$ cat config.mk
export PLATFORM = sky130hd
export DESIGN_NAME = tsrr_ctrl_flat
export DESIGN_NICKNAME = d
export VERILOG_FILES = /design/src/design/assert_macros.svh /design/src/design/tsrr_pkg.sv /design/src/design/tsrr_in_if.sv /design/src/design/tsrr_ctrl.sv /design/src/flat_wrapper.sv
export SDC_FILE = /design/constraint.sdc
export NUM_CORES = 1
export LEC_CHECK = 0
export BUFFER_PORTS_ARGS = -buffer_cell sky130_fd_sc_hd__buf_4
export CORE_MARGIN = 2
export CORE_UTILIZATION = 35
export DETAILED_ROUTE_END_ITERATION = 8
export PLACE_DENSITY = 0.65
export SLEW_MARGIN = 20
export SYNTH_ARGS = -nofsm -noshare
export SYNTH_HDL_FRONTEND = slang
export SYNTH_SLANG_ARGS = --single-unit
$ cat constraint.sdc
create_clock -name clk -period 6.83 [get_ports clk]
set_input_delay 1.0245 -clock clk [delete_from_list [all_inputs] [get_ports clk]]
set_output_delay 1.0245 -clock clk [all_outputs]
set_load 0.01 [all_outputs]
$ cat src/design/assert_macros.svh
// ----------------------------------------------------------------------------
// assertion macros
// concurrent checks clocked on the rising edge, with or without reset gating
// ----------------------------------------------------------------------------
`ifndef ASSERT_MACROS_SVH
`define ASSERT_MACROS_SVH

// check that is switched off while reset is high
`define CHECK_RST(lbl, clk, rst, prop, msg) \
  lbl: assert property (@(posedge clk) disable iff (rst) prop) else $error(msg);

// check that also holds across reset
`define CHECK_ANY(lbl, clk, prop, msg) \
  lbl: assert property (@(posedge clk) prop) else $error(msg);

`endif

$ cat src/design/tsrr_pkg.sv
// ----------------------------------------------------------------------------
// tsrr_pkg
// shared types and codes of the trie shortest root replacer
// ----------------------------------------------------------------------------
`default_nettype none

package tsrr_pkg;

  localparam int LETTER_W = 5;

  localparam logic OP_LOAD  = 1'b0;
  localparam logic OP_QUERY = 1'b1;

  typedef struct packed {
    logic [LETTER_W-1:0] out_letter;
    logic                word_end;
    logic                dictionary_full;
  } result_t;

  typedef struct packed {
    logic clearing;
    logic overflow;
  } status_t;

endpackage

`default_nettype wire

$ cat src/design/tsrr_in_if.sv
// ----------------------------------------------------------------------------
// tsrr_in_if
// input channel: one root or sentence letter per word
// ----------------------------------------------------------------------------
`default_nettype none

interface tsrr_in_if import tsrr_pkg::*; ();
  logic                valid;
  logic                ready;
  logic                operation;
  logic [LETTER_W-1:0] letter;
  logic                last;

  modport source (output valid, output operation, output letter, output last,
                  input ready);
  modport sink (input valid, input operation, input letter, input last,
                output ready);
endinterface

`default_nettype wire

$ cat src/design/tsrr_ctrl.sv
// ----------------------------------------------------------------------------
// tsrr_ctrl
// sequencer: clearing sweep, child table lookup, insert and match decisions
// ----------------------------------------------------------------------------
`default_nettype none

module tsrr_ctrl import tsrr_pkg::*; #(
  parameter int NODE_COUNT    = 1024,
  parameter int ALPHABET_SIZE = 26,
  parameter int IDX_W         = 10,
  parameter int SLOT_W        = 15,
  parameter int DEPTH         = 26624
) (
  input  wire logic              clk,
  input  wire logic              rst,
  tsrr_in_if.sink                item,
  output logic                   ram_we,
  output logic [SLOT_W-1:0]      ram_waddr,
  output logic [IDX_W:0]         ram_wdata,
  output logic                   ram_re,
  output logic [SLOT_W-1:0]      ram_raddr,
  input  wire logic [IDX_W:0]    ram_rdata,
  output logic                   res_valid,
  output result_t                res,
  input  wire logic              res_ready,
  output status_t                stat
);

  typedef enum logic [2:0] {
    S_CLEAR = 3'b001,
    S_IDLE  = 3'b010,
    S_LOOK  = 3'b100
  } state_t;

  typedef enum logic [2:0] {
    MODE_MATCHING    = 3'b001,
    MODE_PASSING     = 3'b010,
    MODE_SUPPRESSING = 3'b100
  } mode_t;

  state_t              state, state_next;
  logic [SLOT_W-1:0]   clr_addr;
  logic                op_q;
  logic [LETTER_W-1:0] letter_q;
  logic                last_q;
  logic [SLOT_W-1:0]   slot_q;

  logic [IDX_W:0]      next_free, next_free_next;
  logic [IDX_W-1:0]    load_cursor, load_cursor_next;
  logic [IDX_W-1:0]    match_cursor, match_cursor_next;
  mode_t               match_mode, match_mode_next;
  logic                overflow_seen, overflow_seen_next;
  logic                load_dropped, load_dropped_next;

  logic                in_fire;
  logic                clr_done;
  logic                q_in_range;
  logic                rd_term;
  logic [IDX_W-1:0]    rd_node;
  logic [IDX_W-1:0]    hit_node;
  logic                has_free;
  logic                emit;
  logic                end_flag;
  logic                look_we;
  logic [IDX_W:0]      look_wdata;
  logic                look_done;
  logic                look_commit;
  logic [IDX_W-1:0]    addr_cursor;
  logic [LETTER_W-1:0] addr_letter;

  assign clr_done   = (clr_addr == SLOT_W'(DEPTH - 1));
  assign q_in_range = (int'(letter_q) < ALPHABET_SIZE);
  assign rd_term    = ram_rdata[IDX_W];
  assign rd_node    = ram_rdata[IDX_W-1:0];
  assign hit_node   = q_in_range ? rd_node : '0;
  assign has_free   = (next_free < (IDX_W+1)'(NODE_COUNT));

  // decision on the looked-up child entry
  always_comb begin
    next_free_next     = next_free;
    load_cursor_next   = load_cursor;
    match_cursor_next  = match_cursor;
    match_mode_next    = match_mode;
    overflow_seen_next = overflow_seen;
    load_dropped_next  = load_dropped;
    emit               = 1'b0;
    end_flag           = last_q;
    look_we            = 1'b0;
    look_wdata         = '0;
    if (state == S_LOOK) begin
      if (op_q == OP_LOAD) begin
        if (!load_dropped) begin
          priority if (!q_in_range) begin
            load_dropped_next = 1'b1;
          end else if (rd_node == '0) begin
            if (has_free) begin
              look_we          = 1'b1;
              look_wdata       = {last_q, next_free[IDX_W-1:0]};
              load_cursor_next = next_free[IDX_W-1:0];
              next_free_next   = next_free + 1'b1;
            end else begin
              overflow_seen_next = 1'b1;
              load_dropped_next  = 1'b1;
            end
          end else begin
            load_cursor_next = rd_node;
            if (last_q) begin
              look_we    = 1'b1;
              look_wdata = {1'b1, rd_node};
            end
          end
        end
        if (last_q) begin
          load_cursor_next  = '0;
          load_dropped_next = 1'b0;
        end
      end else begin
        unique case (match_mode)
          MODE_MATCHING: begin
            emit = 1'b1;
            if (hit_node == '0) begin
              match_mode_next = MODE_PASSING;
            end else begin
              match_cursor_next = hit_node;
              if (rd_term) begin
                end_flag        = 1'b1;
                match_mode_next = MODE_SUPPRESSING;
              end
            end
          end
          MODE_PASSING: begin
            emit = 1'b1;
          end
          MODE_SUPPRESSING: begin
            emit = 1'b0;
          end
          default: begin
            emit = 1'b0;
          end
        endcase
        if (last_q) begin
          match_cursor_next = '0;
          match_mode_next   = MODE_MATCHING;
        end
      end
    end
  end

  assign look_done   = !emit || res_ready;
  assign look_commit = (state == S_LOOK) && look_done;

  assign item.ready = (state == S_IDLE) || look_commit;
  assign in_fire    = item.valid && item.ready;

  // next lookup address uses the cursors as updated by the item in flight
  assign addr_cursor = (item.operation == OP_LOAD) ? load_cursor_next : match_cursor_next;
  assign addr_letter = (int'(item.letter) < ALPHABET_SIZE) ? item.letter : '0;
  assign ram_re      = in_fire;
  assign ram_raddr   = SLOT_W'(SLOT_W'(addr_cursor) * SLOT_W'(ALPHABET_SIZE)
                       + SLOT_W'(addr_letter));

  always_comb begin
    if (state == S_CLEAR) begin
      ram_we    = 1'b1;
      ram_waddr = clr_addr;
      ram_wdata = '0;
    end else begin
      ram_we    = look_we && look_commit;
      ram_waddr = slot_q;
      ram_wdata = look_wdata;
    end
  end

  always_comb begin
    state_next = state;
    unique case (state)
      S_CLEAR: begin
        if (clr_done) begin
          state_next = S_IDLE;
        end
      end
      S_IDLE: begin
        if (in_fire) begin
          state_next = S_LOOK;
        end
      end
      S_LOOK: begin
        if (look_done) begin
          state_next = in_fire ? S_LOOK : S_IDLE;
        end
      end
      default: begin
        state_next = S_CLEAR;
      end
    endcase
  end

  always_ff @(posedge clk) begin
    if (rst) begin
      state         <= S_CLEAR;
      clr_addr      <= '0;
      next_free     <= (IDX_W+1)'(1);
      load_cursor   <= '0;
      match_cursor  <= '0;
      match_mode    <= MODE_MATCHING;
      overflow_seen <= 1'b0;
      load_dropped  <= 1'b0;
    end else begin
      state <= state_next;
      if (state == S_CLEAR) begin
        clr_addr <= clr_addr + 1'b1;
      end
      if (look_commit) begin
        next_free     <= next_free_next;
        load_cursor   <= load_cursor_next;
        match_cursor  <= match_cursor_next;
        match_mode    <= match_mode_next;
        overflow_seen <= overflow_seen_next;
        load_dropped  <= load_dropped_next;
      end
    end
  end

  always_ff @(posedge clk) begin
    if (in_fire) begin
      op_q     <= item.operation;
      letter_q <= item.letter;
      last_q   <= item.last;
      slot_q   <= ram_raddr;
    end
  end

  assign res_valid           = (state == S_LOOK) && emit;
  assign res.out_letter      = letter_q;
  assign res.word_end        = end_flag;
  assign res.dictionary_full = overflow_seen;

  assign stat.clearing = (state == S_CLEAR);
  assign stat.overflow = overflow_seen;

endmodule

`default_nettype wire

$ cat src/flat_wrapper.sv
// flat-port wrapper written by rule: the top's interface ports become plain ports
module tsrr_ctrl_flat import tsrr_pkg::*;
#(
  parameter int NODE_COUNT    = 1024,
  parameter int ALPHABET_SIZE = 26,
  parameter int IDX_W         = 10,
  parameter int SLOT_W        = 15,
  parameter int DEPTH         = 26624
)
  (clk, rst, ram_we, ram_waddr, ram_wdata, ram_re, ram_raddr, ram_rdata, res_valid, res, res_ready, stat, item_valid, item_operation, item_letter, item_last, item_ready);
  tsrr_in_if item_i ();
  input  wire logic clk;
  input  wire logic rst;
  output logic ram_we;
  output logic [SLOT_W-1:0] ram_waddr;
  output logic [IDX_W:0] ram_wdata;
  output logic ram_re;
  output logic [SLOT_W-1:0] ram_raddr;
  input  wire logic [IDX_W:0] ram_rdata;
  output logic res_valid;
  output result_t res;
  input  wire logic res_ready;
  output status_t stat;
  input wire logic [$bits(item_i.valid)-1:0] item_valid;
  input wire logic [$bits(item_i.operation)-1:0] item_operation;
  input wire logic [$bits(item_i.letter)-1:0] item_letter;
  input wire logic [$bits(item_i.last)-1:0] item_last;
  output wire logic [$bits(item_i.ready)-1:0] item_ready;
  assign item_i.valid = item_valid;
  assign item_i.operation = item_operation;
  assign item_i.letter = item_letter;
  assign item_i.last = item_last;
  assign item_ready = item_i.ready;
  tsrr_ctrl #(.NODE_COUNT(NODE_COUNT), .ALPHABET_SIZE(ALPHABET_SIZE), .IDX_W(IDX_W), .SLOT_W(SLOT_W), .DEPTH(DEPTH)) u_core (.clk(clk), .rst(rst), .item(item_i), .ram_we(ram_we), .ram_waddr(ram_waddr), .ram_wdata(ram_wdata), .ram_re(ram_re), .ram_raddr(ram_raddr), .ram_rdata(ram_rdata), .res_valid(res_valid), .res(res), .res_ready(res_ready), .stat(stat));
endmodule
==> impl_metrics.csv <==
group,metric,value,unit
pwr,pwr-share-comb,10.0,%
detailed_routing,postRouteAntennaNets,0,
layout,final_area,6120,um2
detailed_routing,firstDrtPassIters,5,
yosys,muxShareOfSynthArea,6.39,%
sta,slew_violations,0,
yosys,yosys.area.top_type,"dfxtp_1",
layout,area_delta_synth_final,22.6,%
grt,antenna_found_initial,0,
yosys,postSynth.asyncResetShare,0,%
floorplan,die-area,15200,um2
floorplan,die_y,123,um
pwr,p_switching,245,uW
setup_path,critical_path.startpoint_type,"primary input",
clock_network,ctsRootBufferMaster,"clkbuf_16",
grt,grt_pass1_vias,4158,
yosys,synth.area.top_cells,"dfxtp_1, edfxtp_1, ha_1",
yosys,synth_top_family_by_area,"simple AND/OR/NAND/NOR gates",
clock_network,clock_latency,340,ps
clock_network,cts_buffers,9,
yosys,seq_area_frac_synth,34.9,%
detailed_routing,drt-total-wl,12500,um
layout,nNetsFinal,686,
pwr,p_per_area,186,nW/um2
sta,final.period_utilization,96.7,%
clock_network,clkTransAtPathRegs,60,ps
yosys,ys_types,60,
pwr,vdd_ir_drop_max,0.124,mV
floorplan,fp.coreArea,13900,um2
yosys,synth_flop_cell,"dfxtp_1",
flow_run,maxCapViolations,0,
grt,grt_pass1_wl,20200,um
worst_hold_path,hold_path.class,"flip-flop to flip-flop",
yosys,syn-instance-count,555,
pwr,p_clk_share,48.0,%
detailed_routing,wire_per_inst,15.4,um
yosys,avgSynthCellArea,8.99,um2
detailed_routing,route.detailed.drc,0,
pwr,switching_share,21.6,%
setup_path,critical_path.startpoint,"ram_rdata[9]",
worst_hold_path,min_from,"u_core.overflow_seen",
clock_network,clockBufferDepth,2,
detailed_routing,dr_total_vias,4170,
detailed_routing,drt_iter0_markers,219,
place,placed_area,5720,um2
place,hpwl,9660,um
layout,drive_gt1_share,21.4,%
yosys,yosys_warnings,0,
sta,grt_setup_unrepaired,"no",
sta,fin_crit,6600,ps
floorplan,num_rows,43,
yosys,synth_fa_ha_area_share,10.7,%
yosys,synth_seq_cells,76,
setup_path,crit_fanout,12,
floorplan,start_util,36.0,%
sta,setup_viol,0,
setup_path,end_kind,"primary output",
yosys,synth-compound-area-share,15.0,%
place,gp_congestion,0.895,
layout,diodes,0,
yosys,synth_top_area_share,21.7,%
setup_path,required,5810,ps
detailed_routing,via_per_inst,5.14,
grt,grt_usage,16.9,%
status,run_status,"finished, final reports clean",
floorplan,dieWidth,123,um
sta,tns,0,ps
sta,skew,6.87,ps
clock_network,tritoncts,"done",
clock_network,cts_max_level,3,
sta,slew_headroom,39.5,%
floorplan,io_pins,76,
yosys,synth-simple-area-share,20.2,%
sta,worst_pin_slew,906,ps
pwr,p_leak,0.00273,uW
yosys,syn-num-nets,615,
place,port_buffers,75,
sta,hold_violations,0,
pwr,p_seq_share,42.0,%
setup_path,path_class,"primary input to primary output",
yosys,synth_xor_xnor_area_share,6.77,%
grt,overflow,0,
clock_network,cts.sink_count,76,
yosys,syn_area,4990,um2
pwr,cellInternalPower,890,uW
grt,grt_max_degree,54,
sta,fmax,151,MHz
setup_path,cp.arrival,5580,ps
setup_path,reg2reg_from,"u_core.letter_q[2]",
yosys,synth-edff-count,22,
## cells in the final DEF, fill, tap and decap left out, types with 3 or more instances in the layout
cell type / count
nor2_1: 84
buf_4: 84
dfxtp_1: 54
inv_1: 47
a21oi_1: 33
ha_1: 30
nand2_1: 29
xor2_1: 24
edfxtp_1: 22
mux2i_1: 15
mux2_2: 15
o21ai_0: 14
o21a_1: 12
xnor2_1: 12
nand3_1: 10
and3_1: 9
o22ai_1: 9
nand4_1: 9
clkbuf_16: 9
a21o_1: 8
a22oi_1: 8
fa_1: 8
and2_1: 7
o22a_1: 6
nor2b_1: 6
or3_1: 6
nor3_1: 5
a21boi_0: 3
nand2b_1: 3
bufinv_16: 3
## cell type report
cell class | instances | area [um2]
Multi-Input combinational cell | 407 | 2990
Inverter | 47 | 176
Clock buffer | 11 | 243
Timing Repair Buffer | 85 | 646
Sequential cell | 76 | 1740
Clock inverter | 5 | 98.8
Tap cell | 180 | 225
Fill cell | 1368 | 7760
## layer usage
layer / track usage (%) / vias to the layer above / wire length [um]
li1: - / 2066 / -
met1: 21.1 / 1980 / 5460
met2: 28.8 / 105 / 6250
met3: 3.04 / 19 / 551
met4: 6.61 / 0 / 264
met5: 0 / - / 0
## state kept, by name (all words and copies together) (netlist names)
name,flops
u_core.clr_addr,15
u_core.slot_q,15
u_core.next_free,11
u_core.load_cursor,10
u_core.match_cursor,10
u_core.letter_q,5
u_core.match_mode,3
u_core.state,3
u_core.last_q,1
u_core.load_dropped,1
u_core.op_q,1
u_core.overflow_seen,1
## final timing paths
| path | end | slack [ps] | depth (start not counted) |
|---|---|---|---|
| worst max-delay path | ram_raddr[13] | 230 | 22 |
| worst min register to register | u_core.overflow_seen | 470 | 2 |
| worst min-delay path | u_core.overflow_seen | 470 | 2 |
| worst max register to register | u_core.slot_q[14] | 1680 | 19 |
## through the flow
stage                     hold WS, ps  total power (uW)  utilization, %  setup WS, ps  std cells
after floorplan                   439               546               -           643        555
after global placement            452               595            41.2           201        793
after detailed placement          463               597            41.2          73.4        793
after CTS                         471              1140            43.7          37.9        809
after global routing              484              1170            44.1          3.29        811
final                             467              1140            44.1           226        811
## cells in the mapped netlist, types with 8 or more instances
library cell	n
a21o_1	8
a21oi_1	34
a22oi_1	8
and3_1	9
clkbuf_1	15
dfxtp_1	54
edfxtp_1	22
fa_1	8
ha_1	30
inv_1	47
mux2_2	15
mux2i_1	15
nand2_1	29
nand3_1	10
nand4_1	9
nor2_1	84
o21a_1	12
o21ai_0	14
o22ai_1	11
xnor2_1	12
xor2_1	24
## critical path: stages
cell      delay [ps]
buf_4            130
nor4_4           320
and4_2           350
buf_4            200
a21oi_1          110
nor2_1           100
o22ai_1          120
o22a_1           230
inv_1            120
ha_1             170
inv_1             50
fa_1             480
inv_1             40
ha_1             340
nor2b_4          150
o31a_1           270
or4b_4           510
o311ai_4         130
nand3_4          110
and4bb_1         280
xor2_1           190
buf_4            150
## cell families (layout without fill, tap and decap cells)
kind of cell | count (synthesis) | after routing
XOR/XNOR | 37 | 37
multiplexers | 30 | 30
buffers and inverters | 72 | 148
AO/OA/AOI/OAI | 113 | 113
AND/OR/NAND/NOR | 189 | 189
adder cells (fa/ha/maj) | 38 | 38
flip-flops | 76 | 76
## power groups by stage
stage	Clock [uW]	Sequential, uW	Combinational [uW]
floorplan	0	483	63.0
global placement	0	486	109
detailed placement	0	486	110
CTS	554	477	111
global route	571	478	124
finish	545	477	113
## what timing repair did
action	CTS	global route
resized for setup	0	8
endpoints found under the setup margin	0	5
hold buffers	0	0
hold endpoints to repair	0	0
buffers inserted	0	1
No activity file was read; power rests on OpenSTA's default activity.
